**config.mk**
```make
export PLATFORM = sky130hd
export DESIGN_NAME = barometric_altitude_estimator
export DESIGN_NICKNAME = d
export VERILOG_FILES = /design/src/design/bae_pkg.sv /design/src/design/bae_alu.sv /design/src/design/barometric_altitude_estimator.sv
export SDC_FILE = /design/constraint.sdc
export NUM_CORES = 2
export LEC_CHECK = 0
export BUFFER_PORTS_ARGS = -buffer_cell sky130_fd_sc_hd__buf_2
export CELL_PAD_IN_SITES_DETAIL_PLACEMENT = 0
export CELL_PAD_IN_SITES_GLOBAL_PLACEMENT = 1
export CORE_MARGIN = 2
export CORE_UTILIZATION = 40
export CTS_BUF_LIST = sky130_fd_sc_hd__clkbuf_16
export DETAILED_ROUTE_END_ITERATION = 8
export GPL_TIMING_DRIVEN = 0
export PLACE_DENSITY_LB_ADDON = 0.1
export SLEW_MARGIN = 20
export SYNTH_ARGS = -nofsm -noshare
export SYNTH_HDL_FRONTEND = slang
export SYNTH_HIERARCHICAL = 1
export SYNTH_SLANG_ARGS = --single-unit
export TNS_END_PERCENT = 100
```
**constraint.sdc**
```tcl
create_clock -name clock -period 9.22 [get_ports clock]
set_clock_uncertainty 0.2 [all_clocks]
set_input_delay 1.844 -clock clock [delete_from_list [all_inputs] [get_ports clock]]
set_output_delay 1.844 -clock clock [all_outputs]
set_load 0.05 [all_outputs]
```
**src/design/bae_pkg.sv**
```systemverilog
// ----------------------------------------------------------------------------
// bae_pkg: shared types and constants of the barometric altitude estimator
// Field widths, register indexes and reset values, phase codes, the command
// and status records of the shared arithmetic unit, and output saturation.
// ----------------------------------------------------------------------------
`default_nettype none

package bae_pkg;

   // field widths
   localparam int PRESSURE_W = 23;
   localparam int ALT_W      = 25;
   localparam int PHASE_W    = 2;
   localparam int COUNT_W    = 16;
   localparam int ALPHA_W    = 16;
   localparam int SCALE_W    = 24;

   // calibration sum: 65535 heights of 25 bits, signed
   localparam int SUM_W  = 41;
   // divider works on the sum magnitude
   localparam int DIVD_W = SUM_W - 1;
   // wide signed width used ahead of saturation
   localparam int SAT_W  = 42;
   // step counter of the shared unit (holds DIVD_W)
   localparam int STEP_W = 6;

   // default fixed-point layout
   localparam int PRESSURE_FRAC_BITS_DEF = 6;
   localparam int ALPHA_BITS_DEF         = 16;

   // configuration port
   localparam int CSR_INDEX_W = 2;
   localparam int CSR_DATA_W  = 24;
   localparam logic [CSR_INDEX_W-1:0] CSR_CAL_SAMPLES  = 2'd0;
   localparam logic [CSR_INDEX_W-1:0] CSR_FILTER_ALPHA = 2'd1;
   localparam logic [CSR_INDEX_W-1:0] CSR_HEIGHT_SCALE = 2'd2;

   localparam logic [COUNT_W-1:0] CAL_SAMPLES_RST  = 16'd100;
   localparam logic [ALPHA_W-1:0] FILTER_ALPHA_RST = 16'd52429;
   localparam logic [SCALE_W-1:0] HEIGHT_SCALE_RST = 24'd5452595;

   // phases
   localparam logic [PHASE_W-1:0] PHASE_GROUND = 2'd0;
   localparam logic [PHASE_W-1:0] PHASE_OFFSET = 2'd1;
   localparam logic [PHASE_W-1:0] PHASE_RUN    = 2'd2;

   // shared unit operations
   localparam logic ALU_OP_MUL = 1'b0;
   localparam logic ALU_OP_DIV = 1'b1;

   // output range
   localparam logic signed [SAT_W-1:0] ALT_MAX = 42'sd16777215;
   localparam logic signed [SAT_W-1:0] ALT_MIN = -42'sd16777216;

   typedef struct packed {
      logic                  action;
      logic [PRESSURE_W-1:0] pressure;
   } bae_req_type;

   typedef struct packed {
      logic signed [ALT_W-1:0] altitude_mm;
      logic [PHASE_W-1:0]      phase;
      logic                    altitude_valid;
   } bae_rsp_type;

   typedef struct packed {
      logic              start;
      logic              op;
      logic [STEP_W-1:0] steps;
   } bae_alu_cmd_type;

   typedef struct packed {
      logic busy;
      logic done;
   } bae_alu_status_type;

   // clamp a wide signed value into the altitude range
   function automatic logic signed [ALT_W-1:0] sat_alt(input logic signed [SAT_W-1:0] v);
      logic signed [ALT_W-1:0] r;
      if (v > ALT_MAX) begin
         r = ALT_MAX[ALT_W-1:0];
      end else if (v < ALT_MIN) begin
         r = ALT_MIN[ALT_W-1:0];
      end else begin
         r = v[ALT_W-1:0];
      end
      return r;
   endfunction

endpackage

`default_nettype wire

```
**src/design/bae_alu.sv**
```systemverilog
// ----------------------------------------------------------------------------
// bae_alu: shared iterative arithmetic unit
// One adder/subtractor driven a step per cycle: shift-add multiply (one
// multiplier bit per step, optional preloaded accumulator) or restoring
// divide of a DIVD_W-bit dividend by a COUNT_W-bit divisor.
// ----------------------------------------------------------------------------
`default_nettype none

module bae_alu
   import bae_pkg::*;
#(
   parameter int ACC_W = 64,
   parameter int OPB_W = DIVD_W
) (
   input  wire logic               clock,
   input  wire logic               reset,
   input  wire bae_alu_cmd_type    cmd,
   input  wire logic [ACC_W-1:0]   opa_init,
   input  wire logic [OPB_W-1:0]   opb_init,
   input  wire logic [ACC_W-1:0]   acc_init,
   output bae_alu_status_type      status,
   output logic [ACC_W-1:0]        acc,
   output logic [OPB_W-1:0]        opb
);

   logic [ACC_W-1:0]  acc_ff, acc_in;
   logic [ACC_W-1:0]  opa_ff, opa_in;
   logic [OPB_W-1:0]  opb_ff, opb_in;
   logic              op_ff, op_in;
   logic              busy_ff, busy_in;
   logic              done_ff, done_in;
   logic [STEP_W-1:0] count_ff, count_in;

   logic [COUNT_W:0]  div_sh;
   logic [ACC_W-1:0]  add_x, add_y, add_sum;
   logic              add_sub;
   logic              qbit;

   // shared adder: accumulate for multiply, trial subtract for divide
   assign div_sh  = {acc_ff[COUNT_W-1:0], opb_ff[OPB_W-1]};
   assign add_sub = (op_ff == ALU_OP_DIV);
   assign add_x   = add_sub ? ACC_W'(div_sh) : acc_ff;
   assign add_y   = add_sub ? ~opa_ff : opa_ff;
   assign add_sum = add_x + add_y + ACC_W'(add_sub);
   assign qbit    = ~add_sum[ACC_W-1];

   // step sequencing
   always_comb begin
      acc_in   = acc_ff;
      opa_in   = opa_ff;
      opb_in   = opb_ff;
      op_in    = op_ff;
      busy_in  = busy_ff;
      done_in  = 1'b0;
      count_in = count_ff;
      if (cmd.start) begin
         acc_in   = acc_init;
         opa_in   = opa_init;
         opb_in   = opb_init;
         op_in    = cmd.op;
         busy_in  = 1'b1;
         count_in = cmd.steps;
      end else if (busy_ff) begin
         if (op_ff == ALU_OP_DIV) begin
            acc_in = qbit ? add_sum : ACC_W'(div_sh);
            opb_in = {opb_ff[OPB_W-2:0], qbit};
         end else begin
            if (opb_ff[0]) begin
               acc_in = add_sum;
            end
            opa_in = {opa_ff[ACC_W-2:0], 1'b0};
            opb_in = {1'b0, opb_ff[OPB_W-1:1]};
         end
         count_in = count_ff - STEP_W'(1);
         if (count_ff == STEP_W'(1)) begin
            busy_in = 1'b0;
            done_in = 1'b1;
         end
      end
   end

   always_ff @(posedge clock) begin
      acc_ff <= acc_in;
      opa_ff <= opa_in;
      opb_ff <= opb_in;
      op_ff  <= op_in;
      if (reset) begin
         busy_ff  <= 1'b0;
         done_ff  <= 1'b0;
         count_ff <= '0;
      end else begin
         busy_ff  <= busy_in;
         done_ff  <= done_in;
         count_ff <= count_in;
      end
   end

   assign status.busy = busy_ff;
   assign status.done = done_ff;
   assign acc         = acc_ff;
   assign opb         = opb_ff;

   // checks
   a_start_idle: assert property (@(posedge clock) disable iff (reset)
      cmd.start |-> !busy_ff)
      else $error("bae_alu: start while busy");
   a_done_not_busy: assert property (@(posedge clock) disable iff (reset)
      done_ff |-> !busy_ff)
      else $error("bae_alu: done and busy together");
   a_done_after_busy: assert property (@(posedge clock) disable iff (reset)
      done_ff |-> $past(busy_ff))
      else $error("bae_alu: done without a run");
   a_rem_bound: assert property (@(posedge clock) disable iff (reset)
      done_ff && (op_ff == ALU_OP_DIV) |-> acc_ff < opa_ff)
      else $error("bae_alu: remainder not below divisor");

endmodule

`default_nettype wire

```
**src/design/barometric_altitude_estimator.sv**
```systemverilog
// ----------------------------------------------------------------------------
// barometric_altitude_estimator: relative altitude from pressure samples
// Ground and offset calibration by averaging, then low-pass filtered
// altitude in millimetres, all on one shared iterative arithmetic unit.
// ----------------------------------------------------------------------------
// Usage: one pressure sample (or a restart command) per req_ transfer, one
// result per item on the rsp_ channel. The csr_ channel writes the
// calibration sample count, filter_alpha and height_scale; it is always
// ready, and it is to be written while the block is idle; the block
// itself does not enforce this. Steps per item:
//   restart or ground-phase sample: dispatch, then output
//   ground phase end: a divide of the pressure sum
//   offset-phase sample: a height multiply; phase end adds a divide
//   running sample: two filter multiplies, then the height multiply
// The work is done by the shift-add multiplier (one multiplier bit per cycle)
// and the restoring divider (one quotient bit per cycle) sharing one adder.
// One item is in work at a time; req_ready is high only between items.
// A finished result waits in the rsp_ output register, and the next item is
// taken meanwhile; a new result waits until the previous one is taken.
// Reset restores the register defaults, clears all calibration and filter
// state and starts in the ground phase with no result pending.
// ----------------------------------------------------------------------------
`default_nettype none

module barometric_altitude_estimator
   import bae_pkg::*;
#(
   parameter int PRESSURE_FRAC_BITS = PRESSURE_FRAC_BITS_DEF,
   parameter int ALPHA_BITS         = ALPHA_BITS_DEF
) (
   input  wire logic                   clock,
   input  wire logic                   reset,
   input  wire logic                   req_valid,
   output logic                        req_ready,
   input  wire bae_req_type            req_payload,
   output logic                        rsp_valid,
   input  wire logic                   rsp_ready,
   output bae_rsp_type                 rsp_payload,
   input  wire logic                   csr_valid,
   output logic                        csr_ready,
   input  wire logic [CSR_INDEX_W-1:0] csr_index,
   input  wire logic [CSR_DATA_W-1:0]  csr_data
);

   // filter state width, alpha width, shared unit width, height shift
   localparam int FILT_W = PRESSURE_W + ALPHA_BITS;
   localparam int AW     = ALPHA_BITS + 1;
   localparam int ACC_W  = FILT_W + SCALE_W + 1;
   localparam int SH     = PRESSURE_FRAC_BITS + ALPHA_BITS + 16;
   localparam int QW     = ACC_W - SH;
   localparam logic [AW-1:0] ALPHA_ONE = {1'b1, {ALPHA_BITS{1'b0}}};

   // sequencer states
   localparam logic [3:0] S_IDLE       = 4'd0;
   localparam logic [3:0] S_DISPATCH   = 4'd1;
   localparam logic [3:0] S_GROUND_DIV = 4'd2;
   localparam logic [3:0] S_OFS_MUL    = 4'd3;
   localparam logic [3:0] S_OFS_DIV    = 4'd4;
   localparam logic [3:0] S_FLT_MUL1   = 4'd5;
   localparam logic [3:0] S_FLT_MUL2   = 4'd6;
   localparam logic [3:0] S_ALT_MUL    = 4'd7;
   localparam logic [3:0] S_OUT        = 4'd8;

   logic [3:0]               state_ff, state_in;
   bae_req_type              req_ff, req_in;
   logic [PHASE_W-1:0]       phase_ff, phase_in;
   logic [COUNT_W-1:0]       count_ff, count_in;
   logic signed [SUM_W-1:0]  sum_ff, sum_in;
   logic [PRESSURE_W-1:0]    ground_ff, ground_in;
   logic signed [ALT_W-1:0]  offset_ff, offset_in;
   logic [FILT_W-1:0]        filt_ff, filt_in;
   logic                     neg_ff, neg_in;
   logic                     above_ff, above_in;
   bae_rsp_type              res_ff, res_in;
   bae_rsp_type              rsp_ff;
   logic                     rsp_valid_ff, rsp_valid_in;
   logic                     rsp_load;

   logic [COUNT_W-1:0]       cal_samples_ff;
   logic [ALPHA_W-1:0]       filter_alpha_ff;
   logic [SCALE_W-1:0]       height_scale_ff;

   bae_alu_cmd_type          alu_cmd;
   bae_alu_status_type       alu_status;
   logic [ACC_W-1:0]         alu_opa, alu_acc_init, alu_acc;
   logic [DIVD_W-1:0]        alu_opb, alu_quot;
   logic [DIVD_W-1:0]        alu_opb_out;

   logic [COUNT_W-1:0]       n_eff, cnt_inc;
   logic                     cnt_end;
   logic [AW-1:0]            a_eff;
   logic [FILT_W-1:0]        ground_ext, hsrc, hmag;
   logic                     above;
   logic [QW-1:0]            hq;
   logic signed [SAT_W-1:0]  hq_wide;
   logic signed [ALT_W-1:0]  h_sat;
   logic signed [SUM_W-1:0]  sum_p, sum_h, sum_h_mag;
   logic signed [SAT_W-1:0]  alt_diff, ofs_wide;

   // configuration registers
   assign csr_ready = 1'b1;

   always_ff @(posedge clock) begin
      if (reset) begin
         cal_samples_ff  <= CAL_SAMPLES_RST;
         filter_alpha_ff <= FILTER_ALPHA_RST;
         height_scale_ff <= HEIGHT_SCALE_RST;
      end else if (csr_valid && csr_ready) begin
         case (csr_index)
            CSR_CAL_SAMPLES:  cal_samples_ff  <= csr_data[COUNT_W-1:0];
            CSR_FILTER_ALPHA: filter_alpha_ff <= csr_data[ALPHA_W-1:0];
            CSR_HEIGHT_SCALE: height_scale_ff <= csr_data[SCALE_W-1:0];
            default: ;
         endcase
      end
   end

   // sample counting, zero count acts as one
   assign n_eff   = (cal_samples_ff == '0) ? COUNT_W'(1) : cal_samples_ff;
   assign cnt_inc = count_ff + COUNT_W'(1);
   assign cnt_end = (cnt_inc >= n_eff);

   // filter weight clamped to one
   assign a_eff = (32'(filter_alpha_ff) > 32'(ALPHA_ONE)) ? ALPHA_ONE : AW'(filter_alpha_ff);

   // pressure difference from ground at filter resolution
   assign ground_ext = {ground_ff, {ALPHA_BITS{1'b0}}};
   assign hsrc  = (state_ff == S_DISPATCH) ? {req_ff.pressure, {ALPHA_BITS{1'b0}}}
                                           : alu_acc[FILT_W-1:0];
   assign above = (hsrc > ground_ext);
   assign hmag  = above ? (hsrc - ground_ext) : (ground_ext - hsrc);

   // height from the product, negated above ground, saturated
   assign hq      = alu_acc[ACC_W-1:SH];
   assign hq_wide = $signed(SAT_W'(hq));
   assign h_sat   = sat_alt(above_ff ? -hq_wide : hq_wide);

   // calibration sums
   assign sum_p     = sum_ff + $signed(SUM_W'(req_ff.pressure));
   assign sum_h     = sum_ff + {{(SUM_W-ALT_W){h_sat[ALT_W-1]}}, h_sat};
   assign sum_h_mag = sum_h[SUM_W-1] ? -sum_h : sum_h;

   // offset average with sign restored, altitude against offset
   assign alu_quot = alu_opb_out;
   assign ofs_wide = neg_ff ? -$signed(SAT_W'(alu_quot)) : $signed(SAT_W'(alu_quot));
   assign alt_diff = {{(SAT_W-ALT_W){h_sat[ALT_W-1]}}, h_sat}
                   - {{(SAT_W-ALT_W){offset_ff[ALT_W-1]}}, offset_ff};

   // sequencer
   always_comb begin
      state_in     = state_ff;
      req_in       = req_ff;
      phase_in     = phase_ff;
      count_in     = count_ff;
      sum_in       = sum_ff;
      ground_in    = ground_ff;
      offset_in    = offset_ff;
      filt_in      = filt_ff;
      neg_in       = neg_ff;
      above_in     = above_ff;
      res_in       = res_ff;
      rsp_load     = 1'b0;
      alu_cmd      = '0;
      alu_opa      = '0;
      alu_opb      = '0;
      alu_acc_init = '0;
      case (state_ff)
         S_IDLE: begin
            if (req_valid) begin
               req_in   = req_payload;
               state_in = S_DISPATCH;
            end
         end
         S_DISPATCH: begin
            res_in.altitude_mm    = '0;
            res_in.altitude_valid = 1'b0;
            if (req_ff.action) begin
               phase_in     = PHASE_GROUND;
               count_in     = '0;
               sum_in       = '0;
               res_in.phase = PHASE_GROUND;
               state_in     = S_OUT;
            end else begin
               case (phase_ff)
                  PHASE_GROUND: begin
                     if (cnt_end) begin
                        alu_cmd.start = 1'b1;
                        alu_cmd.op    = ALU_OP_DIV;
                        alu_cmd.steps = STEP_W'(DIVD_W);
                        alu_opa       = ACC_W'(n_eff);
                        alu_opb       = sum_p[DIVD_W-1:0];
                        count_in      = '0;
                        sum_in        = '0;
                        state_in      = S_GROUND_DIV;
                     end else begin
                        sum_in       = sum_p;
                        count_in     = cnt_inc;
                        res_in.phase = PHASE_GROUND;
                        state_in     = S_OUT;
                     end
                  end
                  PHASE_OFFSET: begin
                     alu_cmd.start = 1'b1;
                     alu_cmd.op    = ALU_OP_MUL;
                     alu_cmd.steps = STEP_W'(SCALE_W);
                     alu_opa       = ACC_W'(hmag);
                     alu_opb       = DIVD_W'(height_scale_ff);
                     above_in      = above;
                     state_in      = S_OFS_MUL;
                  end
                  default: begin
                     alu_cmd.start = 1'b1;
                     alu_cmd.op    = ALU_OP_MUL;
                     alu_cmd.steps = STEP_W'(AW);
                     alu_opa       = ACC_W'(filt_ff);
                     alu_opb       = DIVD_W'(a_eff);
                     state_in      = S_FLT_MUL1;
                  end
               endcase
            end
         end
         S_GROUND_DIV: begin
            if (alu_status.done) begin
               ground_in    = alu_quot[PRESSURE_W-1:0];
               phase_in     = PHASE_OFFSET;
               res_in.phase = PHASE_OFFSET;
               state_in     = S_OUT;
            end
         end
         S_OFS_MUL: begin
            if (alu_status.done) begin
               if (cnt_end) begin
                  alu_cmd.start = 1'b1;
                  alu_cmd.op    = ALU_OP_DIV;
                  alu_cmd.steps = STEP_W'(DIVD_W);
                  alu_opa       = ACC_W'(n_eff);
                  alu_opb       = sum_h_mag[DIVD_W-1:0];
                  neg_in        = sum_h[SUM_W-1];
                  count_in      = '0;
                  sum_in        = '0;
                  state_in      = S_OFS_DIV;
               end else begin
                  sum_in       = sum_h;
                  count_in     = cnt_inc;
                  res_in.phase = PHASE_OFFSET;
                  state_in     = S_OUT;
               end
            end
         end
         S_OFS_DIV: begin
            if (alu_status.done) begin
               offset_in    = sat_alt(ofs_wide);
               phase_in     = PHASE_RUN;
               res_in.phase = PHASE_RUN;
               state_in     = S_OUT;
            end
         end
         S_FLT_MUL1: begin
            // second pass adds the new-sample share onto the scaled old value
            if (alu_status.done) begin
               alu_cmd.start = 1'b1;
               alu_cmd.op    = ALU_OP_MUL;
               alu_cmd.steps = STEP_W'(AW);
               alu_acc_init  = alu_acc >> ALPHA_BITS;
               alu_opa       = ACC_W'(req_ff.pressure);
               alu_opb       = DIVD_W'(ALPHA_ONE - a_eff);
               state_in      = S_FLT_MUL2;
            end
         end
         S_FLT_MUL2: begin
            if (alu_status.done) begin
               filt_in       = alu_acc[FILT_W-1:0];
               alu_cmd.start = 1'b1;
               alu_cmd.op    = ALU_OP_MUL;
               alu_cmd.steps = STEP_W'(SCALE_W);
               alu_opa       = ACC_W'(hmag);
               alu_opb       = DIVD_W'(height_scale_ff);
               above_in      = above;
               state_in      = S_ALT_MUL;
            end
         end
         S_ALT_MUL: begin
            if (alu_status.done) begin
               res_in.altitude_mm    = sat_alt(alt_diff);
               res_in.phase          = PHASE_RUN;
               res_in.altitude_valid = 1'b1;
               state_in              = S_OUT;
            end
         end
         S_OUT: begin
            if (!rsp_valid_ff || rsp_ready) begin
               rsp_load = 1'b1;
               state_in = S_IDLE;
            end
         end
         default: begin
            state_in = S_IDLE;
         end
      endcase
   end

   // output register, refilled on the cycle its transfer completes
   assign rsp_valid_in = rsp_load | (rsp_valid_ff & ~rsp_ready);

   always_ff @(posedge clock) begin
      req_ff   <= req_in;
      neg_ff   <= neg_in;
      above_ff <= above_in;
      res_ff   <= res_in;
      if (rsp_load) begin
         rsp_ff <= res_ff;
      end
      if (reset) begin
         state_ff     <= S_IDLE;
         phase_ff     <= PHASE_GROUND;
         count_ff     <= '0;
         sum_ff       <= '0;
         ground_ff    <= '0;
         offset_ff    <= '0;
         filt_ff      <= '0;
         rsp_valid_ff <= 1'b0;
      end else begin
         state_ff     <= state_in;
         phase_ff     <= phase_in;
         count_ff     <= count_in;
         sum_ff       <= sum_in;
         ground_ff    <= ground_in;
         offset_ff    <= offset_in;
         filt_ff      <= filt_in;
         rsp_valid_ff <= rsp_valid_in;
      end
   end

   // shared multiply / divide unit
   bae_alu #(
      .ACC_W (ACC_W),
      .OPB_W (DIVD_W)
   ) u_alu (
      .clock    (clock),
      .reset    (reset),
      .cmd      (alu_cmd),
      .opa_init (alu_opa),
      .opb_init (alu_opb),
      .acc_init (alu_acc_init),
      .status   (alu_status),
      .acc      (alu_acc),
      .opb      (alu_opb_out)
   );

   assign req_ready   = (state_ff == S_IDLE);
   assign rsp_valid   = rsp_valid_ff;
   assign rsp_payload = rsp_ff;

   // checks
   a_valid_running: assert property (@(posedge clock) disable iff (reset)
      rsp_valid && rsp_payload.altitude_valid |-> rsp_payload.phase == PHASE_RUN)
      else $error("altitude marked valid outside running phase");
   a_zero_calib: assert property (@(posedge clock) disable iff (reset)
      rsp_valid && !rsp_payload.altitude_valid |-> rsp_payload.altitude_mm == '0)
      else $error("nonzero altitude while calibrating");
   a_run_clear: assert property (@(posedge clock) disable iff (reset)
      phase_ff == PHASE_RUN |-> count_ff == '0 && sum_ff == '0)
      else $error("calibration state left over in running phase");
   a_alu_engaged: assert property (@(posedge clock) disable iff (reset)
      (state_ff == S_GROUND_DIV || state_ff == S_OFS_MUL || state_ff == S_OFS_DIV ||
       state_ff == S_FLT_MUL1 || state_ff == S_FLT_MUL2 || state_ff == S_ALT_MUL)
      |-> alu_status.busy || alu_status.done)
      else $error("sequencer waits on an idle arithmetic unit");

endmodule

`default_nettype wire

```
==> impl_metrics.ini <==
[worst_setup_path]
required_ns = 9.51
arrival_ns = 9.27
worstSetupStartpointType = flop
endpoint_kind = flop
critPathKind = flop to flop
crit_fanout = 10

[clock_tree]
cts_sinks = 466
clk_pin_slew_ns = 0.06
htree_levels = 2
clockBufferDepth = 3
worstSkewPairLatency_ns = 0.67
cts-root-buf = clkbuf_16
cts_buffers = 60
tritoncts = built

[placement]
place.gp.congestion = 0.985
port_buffers = 83
numPlacedInstances = 5769
dp_hpwl_um = 124000
pre_cts_ws_ns = -0.355

[route]
routed_wirelength_um = 155000
dr_total_vias = 35100
first_pass_iters = 9
wire_per_inst_um = 26.3
drc_errors = 2
final_antenna_net_count = 0
drt-initial-drc-count = 3602
avgViaCountPerCell = 5.97

[sta]
rsz0062_at_grt = false
finalHoldViolCount = 0
slew_headroom_pct = 17.9
timing.hold.ws_ns = 0.215
fin_crit_ns = 8.98
setup_ws_ns = 0.241
drv_slew = 0
tightest_slew_ns = 1.22
setup_viol = 0
finalCritPeriodShare_pct = 97.4
timing.fmax_ghz = 0.111

[global_routing]
grt_pass1_vias = 33300
antenna_found_initial = 2
grt_max_degree = 53
gr-total-overflow = 0
grt_pass1_wl_um = 224000
grt_use_total_pct = 31.8

[floorplanning]
initial_core_util_pct = 40.4
io_pins = 86
core-area_um2 = 91700
chipWidth_um = 308
die_h_um = 308
die_area_um2 = 94900
rows = 111

[layout]
fin_cells = 5886
drive_gt1_share_pct = 8.47
fin_nets = 4927
syn2layout_area_growth_pct = 11.8

[power]
total_power_w = 0.00599
vdd_drop_max_v = 0.000147
p_leak_nw = 15.8
power_density_nw_per_um2 = 145

[worst_hold_path]
hp-class = flop to flop

[status]
violations = design-rule violations
outcome = complete, but fails checks

[logic_synthesis]
synthCells = 4450
synthesis.area_um2 = 37000
avgSynthCellArea_um2 = 8.31
ys.warnings.count = 6

[job]
cap_violations = 0
stage by stage:
step | TNS [ns] | instance area (um2) | util (%)
4_1_cts | 0 | 41400 | 45.1
2_1_floorplan | 0 | 37200 | -
5_1_grt | 0 | 41400 | 45.1
3_5_place_dp | -1.15 | 39200 | 42.8
6_report | 0 | 41400 | 45.1
3_3_place_gp | -75.90 | 39100 | 42.6
layout by cell type, fill, tap and decap left out, drive strengths merged, types with 43 or more instances in the layout:
| master | n |
|---|---|
| nor3 | 119 |
| dfxtp | 215 |
| edfxtp | 251 |
| nand4 | 57 |
| buf | 146 |
| nand3 | 81 |
| a21oi | 392 |
| inv | 173 |
| xor2 | 194 |
| mux2 | 85 |
| nor2 | 252 |
| and2 | 69 |
| o31ai | 72 |
| mux2i | 83 |
| and3 | 43 |
| a31oi | 45 |
| conb | 44 |
| a21o | 117 |
| nand2 | 586 |
| nor2b | 71 |
| xnor2 | 169 |
| o21ai | 346 |
| ha | 219 |
| clkbuf | 287 |
routing by layer:
layer  global-route usage (%)  vias up  routed length [um]
li1                         -    16600                   -
met1                     42.6    16900               67600
met2                     51.0     1312               69300
met3                     4.50      278               10600
met4                     13.5        0                7190
met5                        0        -                   0
worst paths after layout:
path | from | to | slack, ns | cells after the start
worst max-delay path | u_alu/acc[44] | u_alu/opb[39] | 0.24 | 26
worst min register to register | res_ff[8] | rsp_payload[8] | 0.21 | 0
worst max register to register | u_alu/acc[44] | u_alu/opb[39] | 0.24 | 26
worst min-delay path | res_ff[8] | rsp_payload[8] | 0.21 | 0
where the power goes:
group          internal (W)  switching, W  leakage, nW
combinational      0.000373      0.000754         10.7
clock               0.00146       0.00103         1.04
sequential          0.00225      0.000121         4.04
total               0.00408       0.00191         15.8
critical path, cell delays in order, from the launching register on:
cell and delay [ns]:
edfxtp_1 0.52, or4_4 0.59, or4_4 0.51, or4_4 0.45, or3b_1 0.40, buf_6 0.14
o41ai_1 0.23, a21oi_1 0.11, nor2_1 0.09, nor2_1 0.11, clkbuf_1 0.20, o21ai_0 0.98
ha_1 0.40, clkbuf_1 0.19, a21oi_1 0.25, o21ai_0 0.13, nor2_1 0.18, nor2_1 0.08
nor3_1 0.52, o21ai_0 0.44, xor2_1 0.31, nor4b_2 0.55, nand4_1 0.22, o41a_1 0.44
nand3_1 0.21, nand2_1 0.17, o21ai_0 0.18
sequential cells by signal, indices dropped and copies added (netlist names):
name             flops
u_alu/acc           64
u_alu/opa_ff        64
sum_ff              41
u_alu/opb           40
filt_ff             39
res_ff              28
rsp_payload         28
offset_ff           25
height_scale_ff     24
req_ff              24
ground_ff           23
cal_samples_ff      16
count_ff            16
filter_alpha_ff     16
u_alu/count_ff       6
state_ff             4
phase_ff             2
above_ff             1
neg_ff               1
rsp_valid            1
u_alu/add_sub        1
u_alu/busy_ff        1
u_alu/done_ff        1
area by class of cell:
class	instances	area [um2]
diodes	2	5.00
plain buffers	276	1130
clock buffers	63	1580
clock inverters	49	483
fillers	9349	50300
inverters	161	604
multi-input cells	3589	23700
flip-flops and latches	466	11800
well taps	1186	1480
repair buffers	94	573
repair_timing:
item	CTS	global route
hold buffers	0	0
resized for setup	8	14
endpoints found under the setup margin	9	20
gates cloned	0	0
pin swaps	1	1
buffers inserted	3	0
Note: power is estimated with default switching activity, not from simulation.
